**src/cvme_pkg.sv**
```systemverilog
`default_nettype none
package cvme_pkg;

    localparam int VALUE_BITS = 12;
    localparam logic [VALUE_BITS-1:0] VALUE_MAX = '1;
    localparam int IDX_W  = 5;
    localparam int IDX_XW = 7;
    localparam int SLOT_W = 2;
    localparam int CFG_IDX_W  = 3;
    localparam int CFG_DATA_W = 48;
    localparam int THR_PACK_W  = 48;
    localparam int NOTE_PACK_W = 28;

    localparam int JOB_DEPTH = 2;
    localparam int RES_DEPTH = 4;
    localparam int RES_CNT_W = $clog2(RES_DEPTH + 1);

    localparam logic [7:0] ST_CC  = 8'hB0;
    localparam logic [7:0] ST_ON  = 8'h90;
    localparam logic [7:0] ST_OFF = 8'h80;
    localparam logic [6:0] MIDI_MAX = 7'd127;
    localparam logic [6:0] BASE_MAX = 7'd119;

    localparam logic [VALUE_BITS-1:0] HYST     = VALUE_BITS'((4095 * 7 + 50) / 100);
    localparam logic [VALUE_BITS-1:0] FLOOR_ON = VALUE_BITS'((4095 * 2 + 50) / 100);
    localparam logic [VALUE_BITS-1:0] THR_MIN  = VALUE_BITS'((4095 * 5 + 50) / 100);

    localparam logic [19:0] V7_DIV  = 20'(2 * 4095);
    localparam logic [19:0] V7_BIAS = 20'(4095);

    localparam logic [THR_PACK_W-1:0]  THR_RESET   = 48'h999_999_999_999;
    localparam logic [NOTE_PACK_W-1:0] NOTES_RESET = 28'd133144252;

    typedef enum logic [CFG_IDX_W-1:0] {
        CFG_COEF       = 3'd0,
        CFG_CC_BASE    = 3'd1,
        CFG_CHANNEL    = 3'd2,
        CFG_SEND_CC    = 3'd3,
        CFG_SEND_NOTES = 3'd4,
        CFG_THRESHOLDS = 3'd5,
        CFG_NOTES      = 3'd6
    } t_cfg_idx;

    typedef struct packed {
        logic [15:0]            coef;
        logic [6:0]             cc_base;
        logic [4:0]             channel;
        logic                   send_cc;
        logic                   send_notes;
        logic [THR_PACK_W-1:0]  thresholds;
        logic [NOTE_PACK_W-1:0] notes;
    } t_cfg;

    typedef struct packed {
        logic [IDX_W-1:0]      index;
        logic [VALUE_BITS-1:0] target;
        logic                  in_range;
        logic                  is_live;
        logic [SLOT_W-1:0]     slot;
    } t_job;

    typedef struct packed {
        logic [VALUE_BITS-1:0] smoothed;
        logic                  msg_valid;
        logic [7:0]            status;
        logic [6:0]            data_first;
        logic [6:0]            data_second;
    } t_result;

endpackage
`default_nettype wire

```
**src/cvme_fifo.sv**
```systemverilog
`default_nettype none
module cvme_fifo #(
    parameter int WIDTH = 8,
    parameter int DEPTH = 2
) (
    input  wire logic                         i_clk,
    input  wire logic                         i_rst_n,
    input  wire logic                         i_push,
    input  wire logic [WIDTH-1:0]             i_data,
    output logic                              o_full,
    input  wire logic                         i_pop,
    output logic [WIDTH-1:0]                  o_data,
    output logic                              o_empty,
    output logic [$clog2(DEPTH+1)-1:0]        o_count
);
    localparam int AW = (DEPTH > 1) ? $clog2(DEPTH) : 1;
    localparam int CW = $clog2(DEPTH + 1);

    logic [WIDTH-1:0] r_mem [DEPTH];
    logic [AW-1:0]    r_wr, r_rd, n_wr, n_rd;
    logic [CW-1:0]    r_cnt, n_cnt;
    logic             push_ok, pop_ok;

    assign o_full  = (r_cnt == CW'(DEPTH));
    assign o_empty = (r_cnt == '0);
    assign o_count = r_cnt;
    assign o_data  = r_mem[r_rd];
    assign push_ok = i_push && !o_full;
    assign pop_ok  = i_pop && !o_empty;

    always_comb begin
        n_wr  = r_wr;
        n_rd  = r_rd;
        n_cnt = r_cnt;
        if (push_ok) begin
            n_wr = (r_wr == AW'(DEPTH - 1)) ? '0 : r_wr + 1'b1;
        end
        if (pop_ok) begin
            n_rd = (r_rd == AW'(DEPTH - 1)) ? '0 : r_rd + 1'b1;
        end
        if (push_ok && !pop_ok) begin
            n_cnt = r_cnt + 1'b1;
        end else if (pop_ok && !push_ok) begin
            n_cnt = r_cnt - 1'b1;
        end
    end

    always_ff @(posedge i_clk) begin
        if (push_ok) begin
            r_mem[r_wr] <= i_data;
        end
    end

    always_ff @(posedge i_clk) begin
        if (!i_rst_n) begin
            r_wr  <= '0;
            r_rd  <= '0;
            r_cnt <= '0;
        end else begin
            r_wr  <= n_wr;
            r_rd  <= n_rd;
            r_cnt <= n_cnt;
        end
    end
endmodule
`default_nettype wire

```
**src/cvme_front.sv**
```systemverilog
`default_nettype none
module cvme_front
    import cvme_pkg::*;
#(
    parameter int LIVE_SIGNALS  = 18,
    parameter int GESTURE_SLOTS = 4
) (
    input  wire logic [IDX_W-1:0]      i_signal_index,
    input  wire logic [VALUE_BITS-1:0] i_target_value,
    output t_job                       o_job
);
    logic [IDX_XW-1:0] idx_x, slot_x;

    assign idx_x  = {{(IDX_XW-IDX_W){1'b0}}, i_signal_index};
    assign slot_x = idx_x - IDX_XW'(LIVE_SIGNALS);

    always_comb begin
        o_job.index    = i_signal_index;
        o_job.target   = i_target_value;
        o_job.in_range = idx_x < IDX_XW'(LIVE_SIGNALS + GESTURE_SLOTS);
        o_job.is_live  = idx_x < IDX_XW'(LIVE_SIGNALS);
        o_job.slot     = slot_x[SLOT_W-1:0];
    end
endmodule
`default_nettype wire

```
**src/cvme_back.sv**
```systemverilog
`default_nettype none
module cvme_back
    import cvme_pkg::*;
#(
    parameter int LIVE_SIGNALS  = 18,
    parameter int GESTURE_SLOTS = 4
) (
    input  wire logic                 i_clk,
    input  wire logic                 i_rst_n,
    input  wire t_cfg                 i_cfg,
    input  wire t_job                 i_job,
    input  wire logic                 i_job_avail,
    output logic                      o_job_pop,
    input  wire logic [RES_CNT_W-1:0] i_res_count,
    output logic                      o_res_push,
    output t_result                   o_res
);
    localparam int TOTAL = LIVE_SIGNALS + GESTURE_SLOTS;
    localparam int SAW   = (TOTAL > 1) ? $clog2(TOTAL) : 1;
    localparam int LAW   = (LIVE_SIGNALS > 1) ? $clog2(LIVE_SIGNALS) : 1;

    logic [VALUE_BITS-1:0] r_store [TOTAL];
    logic [7:0]            r_last  [LIVE_SIGNALS];
    logic                  r_active[GESTURE_SLOTS];
    logic [6:0]            r_latch [GESTURE_SLOTS];

    // stage 1: read and multiply
    logic [IDX_XW-1:0]     idx1_x;
    logic [VALUE_BITS-1:0] s_old;
    logic signed [VALUE_BITS:0]   diff;
    logic signed [VALUE_BITS+17:0] prod;

    logic                  r_v2, r_v3;
    t_job                  r_job2, r_job3;
    logic signed [28:0]    r_prod;
    logic [VALUE_BITS-1:0] r_s3;

    // stage 2: round, add, clamp
    logic        neg;
    logic [28:0] mag;
    logic [28:0] rnd;
    logic [12:0] qm;
    logic signed [14:0] sum;
    logic [VALUE_BITS-1:0] s_new;
    logic [IDX_XW-1:0] idx2_x;

    // stage 3: scale, decide, emit
    logic [19:0] x, rem;
    logic [6:0]  q0, v7, vel;
    logic [IDX_XW-1:0] idx3_x;
    logic [LAW-1:0]    laddr;
    logic [6:0]  base_c;
    logic [7:0]  num8;
    logic [6:0]  num;
    logic        cc_send;
    logic [3:0]  chm1;
    logic [VALUE_BITS-1:0] thr_raw, thr, off_thr;
    logic        active, want, note_chg;
    logic [6:0]  note_new, note_out;

    assign o_job_pop = i_job_avail && !r_v2
                       && ({1'b0, i_res_count} + {{RES_CNT_W{1'b0}}, r_v3})
                          < (RES_CNT_W+1)'(RES_DEPTH);

    assign idx1_x = {{(IDX_XW-IDX_W){1'b0}}, i_job.index};
    assign s_old  = i_job.in_range ? r_store[idx1_x[SAW-1:0]] : '0;
    assign diff   = $signed({1'b0, s_old}) - $signed({1'b0, i_job.target});
    assign prod   = $signed({1'b0, i_cfg.coef}) * diff;

    always_comb begin
        neg = r_prod[28];
        mag = neg ? -r_prod : r_prod;
        rnd = mag + 29'd32768;
        qm  = rnd[28:16];
        sum = $signed({3'b0, r_job2.target})
              + (neg ? -$signed({2'b0, qm}) : $signed({2'b0, qm}));
        if (sum < 0) begin
            s_new = '0;
        end else if (sum > $signed({3'b0, VALUE_MAX})) begin
            s_new = VALUE_MAX;
        end else begin
            s_new = sum[VALUE_BITS-1:0];
        end
    end
    assign idx2_x = {{(IDX_XW-IDX_W){1'b0}}, r_job2.index};

    // v7 = (s*254 + 4095) / 8190; (s*254 + 4095)/8192 is the estimate, one step of correction
    always_comb begin
        x   = {r_s3, 8'b0} - {7'b0, r_s3, 1'b0} + V7_BIAS;
        q0  = x[19:13];
        rem = x - {q0, 13'b0} + {12'b0, q0, 1'b0};
        if (rem >= V7_DIV && q0 != MIDI_MAX) begin
            v7 = q0 + 1'b1;
        end else begin
            v7 = q0;
        end
        vel = (v7 == '0) ? 7'd1 : v7;
    end

    always_comb begin
        idx3_x  = {{(IDX_XW-IDX_W){1'b0}}, r_job3.index};
        laddr   = idx3_x[LAW-1:0];
        base_c  = (i_cfg.cc_base > BASE_MAX) ? BASE_MAX : i_cfg.cc_base;
        num8    = {1'b0, base_c} + {{(8-IDX_W){1'b0}}, r_job3.index};
        num     = (num8 > {1'b0, MIDI_MAX}) ? MIDI_MAX : num8[6:0];
        cc_send = i_cfg.send_cc && ({1'b0, v7} != r_last[laddr]);
        if (i_cfg.channel == 5'd0) begin
            chm1 = 4'd0;
        end else if (i_cfg.channel > 5'd16) begin
            chm1 = 4'd15;
        end else begin
            chm1 = 4'(i_cfg.channel - 5'd1);
        end

        thr_raw  = i_cfg.thresholds[r_job3.slot * VALUE_BITS +: VALUE_BITS];
        thr      = (thr_raw < THR_MIN) ? THR_MIN : thr_raw;
        off_thr  = (thr > HYST) ? thr - HYST : '0;
        off_thr  = (off_thr < FLOOR_ON) ? FLOOR_ON : off_thr;
        active   = r_active[r_job3.slot];
        want     = i_cfg.send_notes && (active ? (r_s3 > off_thr) : (r_s3 > thr));
        note_chg = want != active;
        note_new = i_cfg.notes[r_job3.slot * 7 +: 7];
        note_out = want ? note_new : r_latch[r_job3.slot];

        o_res = '0;
        if (r_job3.in_range) begin
            o_res.smoothed = r_s3;
            if (r_job3.is_live) begin
                if (cc_send) begin
                    o_res.msg_valid   = 1'b1;
                    o_res.status      = ST_CC | {4'b0, chm1};
                    o_res.data_first  = num;
                    o_res.data_second = v7;
                end
            end else if (note_chg) begin
                o_res.msg_valid   = 1'b1;
                o_res.status      = (want ? ST_ON : ST_OFF) | {4'b0, chm1};
                o_res.data_first  = note_out;
                o_res.data_second = want ? vel : 7'd0;
            end
        end
    end
    assign o_res_push = r_v3;

    always_ff @(posedge i_clk) begin
        r_job2 <= i_job;
        r_prod <= prod[28:0];
        r_job3 <= r_job2;
        r_s3   <= s_new;
    end

    always_ff @(posedge i_clk) begin
        if (!i_rst_n) begin
            r_v2 <= 1'b0;
            r_v3 <= 1'b0;
            for (int i = 0; i < TOTAL; i++) begin
                r_store[i] <= '0;
            end
            for (int i = 0; i < LIVE_SIGNALS; i++) begin
                r_last[i] <= 8'hFF;
            end
            for (int i = 0; i < GESTURE_SLOTS; i++) begin
                r_active[i] <= 1'b0;
                r_latch[i]  <= '0;
            end
        end else begin
            r_v2 <= o_job_pop;
            r_v3 <= r_v2;
            if (r_v2 && r_job2.in_range) begin
                r_store[idx2_x[SAW-1:0]] <= s_new;
            end
            if (r_v3 && r_job3.in_range) begin
                if (r_job3.is_live) begin
                    if (cc_send) begin
                        r_last[laddr] <= {1'b0, v7};
                    end
                end else if (note_chg) begin
                    r_active[r_job3.slot] <= want;
                    if (want) begin
                        r_latch[r_job3.slot] <= note_new;
                    end
                end
            end
        end
    end
endmodule
`default_nettype wire

```
**src/control_value_to_midi_events_core.sv**
```systemverilog
// An accepted input beat passes the job queue and the stage-2 and stage-3 registers of the
//   3-stage smoothing pipeline. No new item is taken while one is in stage 2, so a store
//   write-back lands before the next read, nor while the result queue may lack room.
// Reset (synchronous, i_rst_n low): queues empty, smoothed values zero, last-sent values
//   set to 8'hFF, notes off, config registers to their defaults.
`default_nettype none
module control_value_to_midi_events_core
    import cvme_pkg::*;
#(
    parameter int LIVE_SIGNALS  = 18,
    parameter int GESTURE_SLOTS = 4
) (
    input  wire logic                  i_clk,
    input  wire logic                  i_rst_n,
    input  wire logic                  push,
    output logic                       full,
    input  wire logic [IDX_W-1:0]      i_signal_index,
    input  wire logic [VALUE_BITS-1:0] i_target_value,
    output logic                       empty,
    input  wire logic                  pop,
    output logic [VALUE_BITS-1:0]      o_smoothed_value,
    output logic                       o_message_valid,
    output logic [7:0]                 o_status_byte,
    output logic [6:0]                 o_data_first,
    output logic [6:0]                 o_data_second,
    input  wire logic                  i_cfg_we,
    input  wire logic [CFG_IDX_W-1:0]  i_cfg_index,
    input  wire logic [CFG_DATA_W-1:0] i_cfg_data
);
    t_cfg    r_cfg;
    t_job    front_job, job_head;
    logic    job_empty, job_pop;
    logic [$clog2(JOB_DEPTH+1)-1:0] job_count;
    t_result res_in, res_head;
    logic    res_push;
    logic [RES_CNT_W-1:0] res_count;
    logic    res_full;

    always_ff @(posedge i_clk) begin
        if (!i_rst_n) begin
            r_cfg.coef       <= '0;
            r_cfg.cc_base    <= 7'd30;
            r_cfg.channel    <= 5'd1;
            r_cfg.send_cc    <= 1'b1;
            r_cfg.send_notes <= 1'b1;
            r_cfg.thresholds <= THR_RESET;
            r_cfg.notes      <= NOTES_RESET;
        end else if (i_cfg_we) begin
            unique case (t_cfg_idx'(i_cfg_index))
                CFG_COEF:       r_cfg.coef       <= i_cfg_data[15:0];
                CFG_CC_BASE:    r_cfg.cc_base    <= i_cfg_data[6:0];
                CFG_CHANNEL:    r_cfg.channel    <= i_cfg_data[4:0];
                CFG_SEND_CC:    r_cfg.send_cc    <= i_cfg_data[0];
                CFG_SEND_NOTES: r_cfg.send_notes <= i_cfg_data[0];
                CFG_THRESHOLDS: r_cfg.thresholds <= i_cfg_data[THR_PACK_W-1:0];
                CFG_NOTES:      r_cfg.notes      <= i_cfg_data[NOTE_PACK_W-1:0];
                default: ;
            endcase
        end
    end

    cvme_front #(
        .LIVE_SIGNALS  (LIVE_SIGNALS),
        .GESTURE_SLOTS (GESTURE_SLOTS)
    ) u_front (
        .i_signal_index (i_signal_index),
        .i_target_value (i_target_value),
        .o_job          (front_job)
    );

    cvme_fifo #(
        .WIDTH ($bits(t_job)),
        .DEPTH (JOB_DEPTH)
    ) u_job_q (
        .i_clk   (i_clk),
        .i_rst_n (i_rst_n),
        .i_push  (push),
        .i_data  (front_job),
        .o_full  (full),
        .i_pop   (job_pop),
        .o_data  (job_head),
        .o_empty (job_empty),
        .o_count (job_count)
    );

    cvme_back #(
        .LIVE_SIGNALS  (LIVE_SIGNALS),
        .GESTURE_SLOTS (GESTURE_SLOTS)
    ) u_back (
        .i_clk       (i_clk),
        .i_rst_n     (i_rst_n),
        .i_cfg       (r_cfg),
        .i_job       (job_head),
        .i_job_avail (!job_empty && (job_count != '0)),
        .o_job_pop   (job_pop),
        .i_res_count (res_count),
        .o_res_push  (res_push),
        .o_res       (res_in)
    );

    cvme_fifo #(
        .WIDTH ($bits(t_result)),
        .DEPTH (RES_DEPTH)
    ) u_res_q (
        .i_clk   (i_clk),
        .i_rst_n (i_rst_n),
        .i_push  (res_push && !res_full),
        .i_data  (res_in),
        .o_full  (res_full),
        .i_pop   (pop),
        .o_data  (res_head),
        .o_empty (empty),
        .o_count (res_count)
    );

    assign o_smoothed_value = res_head.smoothed;
    assign o_message_valid  = res_head.msg_valid;
    assign o_status_byte    = res_head.status;
    assign o_data_first     = res_head.data_first;
    assign o_data_second    = res_head.data_second;
endmodule
`default_nettype wire
```
**config.mk**
```make
export PLATFORM = sky130hd
export DESIGN_NAME = control_value_to_midi_events_core
export DESIGN_NICKNAME = d
export VERILOG_FILES = /design/src/cvme_pkg.sv /design/src/cvme_fifo.sv /design/src/cvme_front.sv /design/src/cvme_back.sv /design/src/control_value_to_midi_events_core.sv
export SDC_FILE = /design/constraint.sdc
export NUM_CORES = 2
export LEC_CHECK = 0
export ABC_CLOCK_PERIOD_IN_PS = 12000
export BUFFER_PORTS_ARGS = -buffer_cell sky130_fd_sc_hd__buf_4
export CAP_MARGIN = 30
export CORE_UTILIZATION = 64
export CTS_CLUSTER_DIAMETER = 150
export CTS_CLUSTER_SIZE = 24
export DETAILED_ROUTE_END_ITERATION = 7
export PLACE_DENSITY_LB_ADDON = 0.15
export REMOVE_ABC_BUFFERS = 1
export SYNTH_ARGS = -nofsm -noshare
export SYNTH_HDL_FRONTEND = slang
export SYNTH_SLANG_ARGS = --single-unit
```
**constraint.sdc**
```tcl
create_clock -name i_clk -period 12 [get_ports i_clk]
set_clock_uncertainty 0.15 [all_clocks]
set_input_delay 1.2 -clock i_clk [delete_from_list [all_inputs] [get_ports i_clk]]
set_output_delay 1.2 -clock i_clk [all_outputs]
set_load 0.01 [all_outputs]
```
* Word-level counts from Yosys, hierarchy flattened
Memory sizes are Yosys's and may differ from the RTL's. A register that Yosys moved wholly into a read port is not among the register bits.
Index checks and enable logic that the tools add are counted.
Widths: inputs -> output; s select.
** Word-level totals
- Flip-flop bits (word level) :: 190
- Memories kept :: 6
- Logic and storage cells :: 203
- Input bits :: 73
- Bits in writable memories :: 622
** Memory list
- u_back.r_store :: depth 22, bits a word 12, read ports 1, clocked after Yosys merged registers in 0, write ports 22, RTL line cvme_back.sv:22 : logic [VALUE_BITS-1:0] r_store [TOTAL];
- u_back.r_last :: depth 18, bits a word 8, read ports 1, clocked after Yosys merged registers in 1, write ports 18, RTL line cvme_back.sv:23 : logic [7:0] r_last [LIVE_SIGNALS];
- u_res_q.r_mem :: depth 4, bits a word 35, read ports 1, clocked after Yosys merged registers in 1, write ports 1, RTL line cvme_fifo.sv:19 : logic [WIDTH-1:0] r_mem [DEPTH];
- u_job_q.r_mem :: depth 2, bits a word 21, read ports 1, clocked after Yosys merged registers in 1, write ports 1, RTL line cvme_fifo.sv:19
- u_back.r_latch :: depth 4, bits a word 7, read ports 1, clocked after Yosys merged registers in 1, write ports 4, RTL line cvme_back.sv:25 : logic [6:0] r_latch [GESTURE_SLOTS];
- u_back.r_active :: depth 4, bits a word 1, read ports 1, clocked after Yosys merged registers in 1, write ports 4, RTL line cvme_back.sv:24 : logic r_active[GESTURE_SLOTS];
** Cells by class
- Multiply operators :: 3
- Bitwise operators :: 1
- $lt $le $gt $ge :: 14
- Multiplexer cells :: 70
- Reduce and logical (&&, ||, !) cells :: 45
- Equal/unequal tests :: 13
- $add $sub $neg :: 23
- Shift operators :: 2
** Operator list (count)
- $mux 12 :: 7
- $mux 23 :: 3
- $mux 7 :: 7
- $shiftx 48x7->12 :: 1
- $mux 35 :: 1
- $mux 1 :: 34
- $add 29x16->29 const B :: 1
- $mul 17x13->29 :: 1
- $mux 29 :: 1
- $neg 29->29 :: 1
- $shiftx 28x6->7 :: 1
- $gt 12x12->1 :: 2
- $add 20x12->20 const B :: 1
- $add 20x8->20 :: 1
- $ge 20x13->1 const B :: 1
- $sub 20x13->20 :: 1
- $sub 20x20->20 :: 1
- $logic_and 1x1->1 :: 17
- $mux 2 :: 8
- $add 13x15->15 :: 1
- $gt 15x13->1 const B :: 1
- $lt 15x1->1 const B :: 1
- $mux 15 :: 1
- $mux 5 :: 3
- other kinds (45) :: 74

* Depth between registers and ports, before layout
- Depth in word-level cells :: 19
- Depth in mapped cells :: 45
- Mapped depth without buffers :: 42

* By module
Synthesis repeated with hierarchy kept, for this count alone.
** Second synthesis, totals
- Cell total of the unflattened synthesis :: 4241
- Area, all modules :: 56382.8 um2
** By module, submodules not included
- cvme_back :: sequential area each 21610.7 um2, cells each 3464, area an instance 44584.0 um2, instances 1
- cvme_fifo at u_res_q :: sequential area each 4384.2 um2, cells each 234, area an instance 5582.9 um2, instances 1
- control_value_to_midi_events_core :: sequential area each 2122.0 um2, cells each 431, area an instance 4310.4 um2, instances 1
- cvme_fifo at u_job_q :: sequential area each 1361.3 um2, cells each 90, area an instance 1741.7 um2, instances 1
- cvme_front :: sequential area each 0.0 um2, cells each 22, area an instance 163.9 um2, instances 1

* Worst setup path before layout
OpenSTA, ideal clock, no wires.
- Kind :: register to register
- Start :: register with a tool-made name
- End :: register u_back.r_prod[27]
- Library setup time :: 0.072 ns
- Clock period less this slack :: 10.003 ns
- Path slack :: 1.997 ns
- Arrival time :: 9.781 ns
- Cell stages (with the launch flop) :: 41
- Path through :: dfxtp_1 > clkbuf_1 > mux2i_1 > clkbuf_1 > clkbuf_1 > a31oi_1 > a211oi_1 > nor3_1 > o21ai_0 > ha_1 > inv_1 > fa_1 > a21o_1 > a21oi_1 > o21ai_0 > a21oi_1 > o21ai_0 > a21oi_1 > (+5 left out) > nor2_1 > fa_1 > inv_1 > fa_1 > fa_1 > fa_1 > fa_1 > fa_1 > inv_1 > ha_1 > a2111oi_0 > o31ai_1 > o21ai_0 > o21ai_0 > o41a_1 > a21o_1 > a21oi_1 > xnor2_1
** RTL lines
- end signal, assigned :: RTL line cvme_back.sv:147 : r_prod <= prod[28:0];
- end, declared :: RTL line cvme_back.sv:35 : logic signed [28:0] r_prod;

==> out/results.ini <==
[status]
status = finished, final reports clean

[final_layout]
layout-drive-gt1-share_pct = 15.0
fillers = 6380
nets = 5231
layout_commonest_cell = edfxtp_1
area_growth_syn_to_layout_pct = 6.24
layout_common_cells = 841 x edfxtp_1, 795 x nand2_1, 259 x inv_1, 242 x buf_4, 206 x nand3_1

[floorplanning]
io_pins = 110
rows = 108
start_util_pct = 64.9
die_w_um = 300
coreArea_mm2 = 0.0873
fp.dieH_um = 300
dieArea_mm2 = 0.0897

[grt]
grt_pass1_vias = 37900
grt_max_degree = 193
grt-ovfl-total = 0
antenna_found_initial = 14
grt_pass1_wl_mm = 225
grt_usage_pct = 32.4

[logic_synthesis]
yosys_warnings = 0
syn_area_mm2 = 0.0567
ys_types = 97
seq_area_frac_synth_pct = 51.4
synth_flop_cell = edfxtp_1
synth_top_family_by_area = simple AND/OR/NAND/NOR gates
syn_avg_cell_area_um2 = 11.7
synth_edf_count = 841
synth_adder_area_share_pct = 10.1
ys_seq_elements = 1035
yosys.area_share.simple_pct = 18.4
synth_xor_area_share_pct = 1.69
synth_compound_area_share_pct = 7.32
synthMuxAreaShare_pct = 6.44
synthArstFlopShare_pct = 0
synth_cells = 4864

[timing]
period_minus_slack_ps = 11070
maxSlewViolCount = 0
setup_violations = 0
hold_ws_ps = 176
rsz0062_at_grt = no
max_freq_mhz = 90.3
relSlewSlack_pct = 25.0
worst_pin_slew_ps = 1110
hold_viol_final = 0
final.period_utilization_pct = 92.2

[worst_setup_path]
crit_fanout = 101
crit_path_top_delay_cell = o41a_1
crit_top_cell = fa_1
critPathCaptureType = flip-flop
arrival_ps = 11510
startpoint_type = flip-flop
crit_required_ps = 12440
slowest_delay_ps = 610
path_class = flip-flop to flip-flop
regToRegSetupSlack_ps = 930

[cts]
clk_pin_slew_ps = 110
hold_buffers = 0
root_buffer = clkbuf_16
clkLatencyLatePin_ps = 670
clock_sinks = 1035
numCtsBuffers = 49
postCtsSetupRepairBufs = 0
ctsLongestPathBuffers = 3
htree_levels = 2
cts_tree = yes

[routing]
drtIter0Drc = 4475
drt-wirelength-per-cell_um = 24.2
drc_errors = 0
via_per_inst = 6.55
postRouteAntennaNets = 0
vias = 39300
wirelength_mm = 145
firstDrtPassIters = 6

[placed_design]
port-buffer-count = 108
gp_congestion = 0.918
dpl.hpwl_mm = 96.9

[hold_path]
hold_class = flip-flop to flip-flop

[run]
max-cap-violations = 0

==> layer usage <==
layer | vias up | track usage [%] | routed length, µm
met3 | 295 | 5.26 | 13100
met4 | 20 | 9.71 | 4580
met5 | - | 0 | 115
met1 | 19500 | 46.6 | 59500
li1 | 17500 | - | -
met2 | 1934 | 51.1 | 67700
==> worst paths after layout <==
| check | endpoint | from | cells after the start |
|---|---|---|---|
| setup / recovery | u_back.r_prod[27] | flip-flop | 38 |
| hold / removal | u_back.r_job3[1] | u_back.r_job2[1] | 0 |
| setup reg to reg | u_back.r_prod[27] | flip-flop | 38 |
| hold reg to reg | u_back.r_job3[1] | u_back.r_job2[1] | 0 |
==> critical path: cells and delay by family (launching register included) <==
family | cells | cell delay (ps)
compound gates | 18 | 4520
fa+ha+maj | 9 | 3810
simple gates | 5 | 780
flops | 1 | 540
buf+inv | 4 | 540
mux | 1 | 460
xor+xnor | 1 | 130
==> per-stage QoR <==
| stage | setup slack, ps | cell area [µm²] | setup TNS, ps | cells | utilization [%] |
|---|---|---|---|---|---|
| after floorplan | -12570 | 55000 | -4596880 | 4490 | - |
| after global placement | 982 | 58500 | 0 | 5882 | 67.0 |
| after detailed placement | 887 | 58700 | 0 | 5902 | 67.2 |
| after CTS | 813 | 60200 | 0 | 5993 | 68.9 |
| after global routing | 92.8 | 60200 | 0 | 5997 | 69.0 |
| final | 930 | 60200 | 0 | 6001 | 69.0 |
==> synth_stat cells, drive strengths merged, types with 25 or more instances <==
master | number | area share [%]
a211oi | 45 | 0.60
a21o | 31 | 0.41
a21oi | 172 | 1.7
a311oi | 49 | 0.76
a31oi | 59 | 0.66
and2 | 89 | 0.98
and3 | 110 | 1.2
buf | 105 | 1.1
clkbuf | 269 | 1.8
dfxtp | 194 | 6.9
edfxtp | 841 | 45
fa | 160 | 5.7
ha | 198 | 4.4
inv | 262 | 1.7
mux2i | 69 | 1.2
mux4 | 128 | 5.1
nand2 | 797 | 5.3
nand3 | 206 | 1.8
nand4 | 25 | 0.29
nor2 | 202 | 1.4
nor2b | 39 | 0.43
nor3 | 55 | 0.49
nor4 | 283 | 5.2
o21ai | 103 | 0.91
or2 | 26 | 0.29
xnor2 | 73 | 1.1
xor2 | 31 | 0.48
==> cell type report <==
class	count	area [µm²]	share of cell area (%)
Multi-Input combinational cell	3189	25100	41.6
Inverter	266	1010	1.67
Clock inverter	3	66.3	0.110
Sequential cell	1035	29100	48.4
Antenna cell	6	15.0	0.0249
Clock buffer	88	1390	2.32
Timing Repair Buffer	259	2060	3.43
Tap cell	1155	1450	2.40
==> what timing repair did <==
| item | in CTS | in global routing |
|---|---|---|
| hold endpoints to repair | 0 | 0 |
| resized for setup | 0 | 6 |
| setup endpoints to repair | 0 | 1 |
==> state kept, by name, summed over array words and instances, names as in the netlist, 12 cells and up, named ones only <==
register        cells
u_back.r_store    384
u_back.r_job2      15
u_back.r_last     256
u_back.r_s3        12
r_cfg             106
u_back.r_prod      29
u_back.r_latch     28
u_res_q.r_mem     132
u_job_q.r_mem      40
==> cells by family (layout without fill, tap and decap cells) <==
logic type | Yosys count | after routing
AND/OR/NAND/NOR | 1906 | 1906
flip-flops | 1035 | 1035
buffers and inverters | 640 | 616
AO/OA/AOI/OAI | 612 | 612
adder cells (fa/ha/maj) | 360 | 360
multiplexers | 204 | 204
XOR/XNOR | 106 | 106
other | 1 | 7
Power is left out: the tool's default activity adds up to more than one toggle a clock period on the data nets, which glitch-free logic cannot reach.
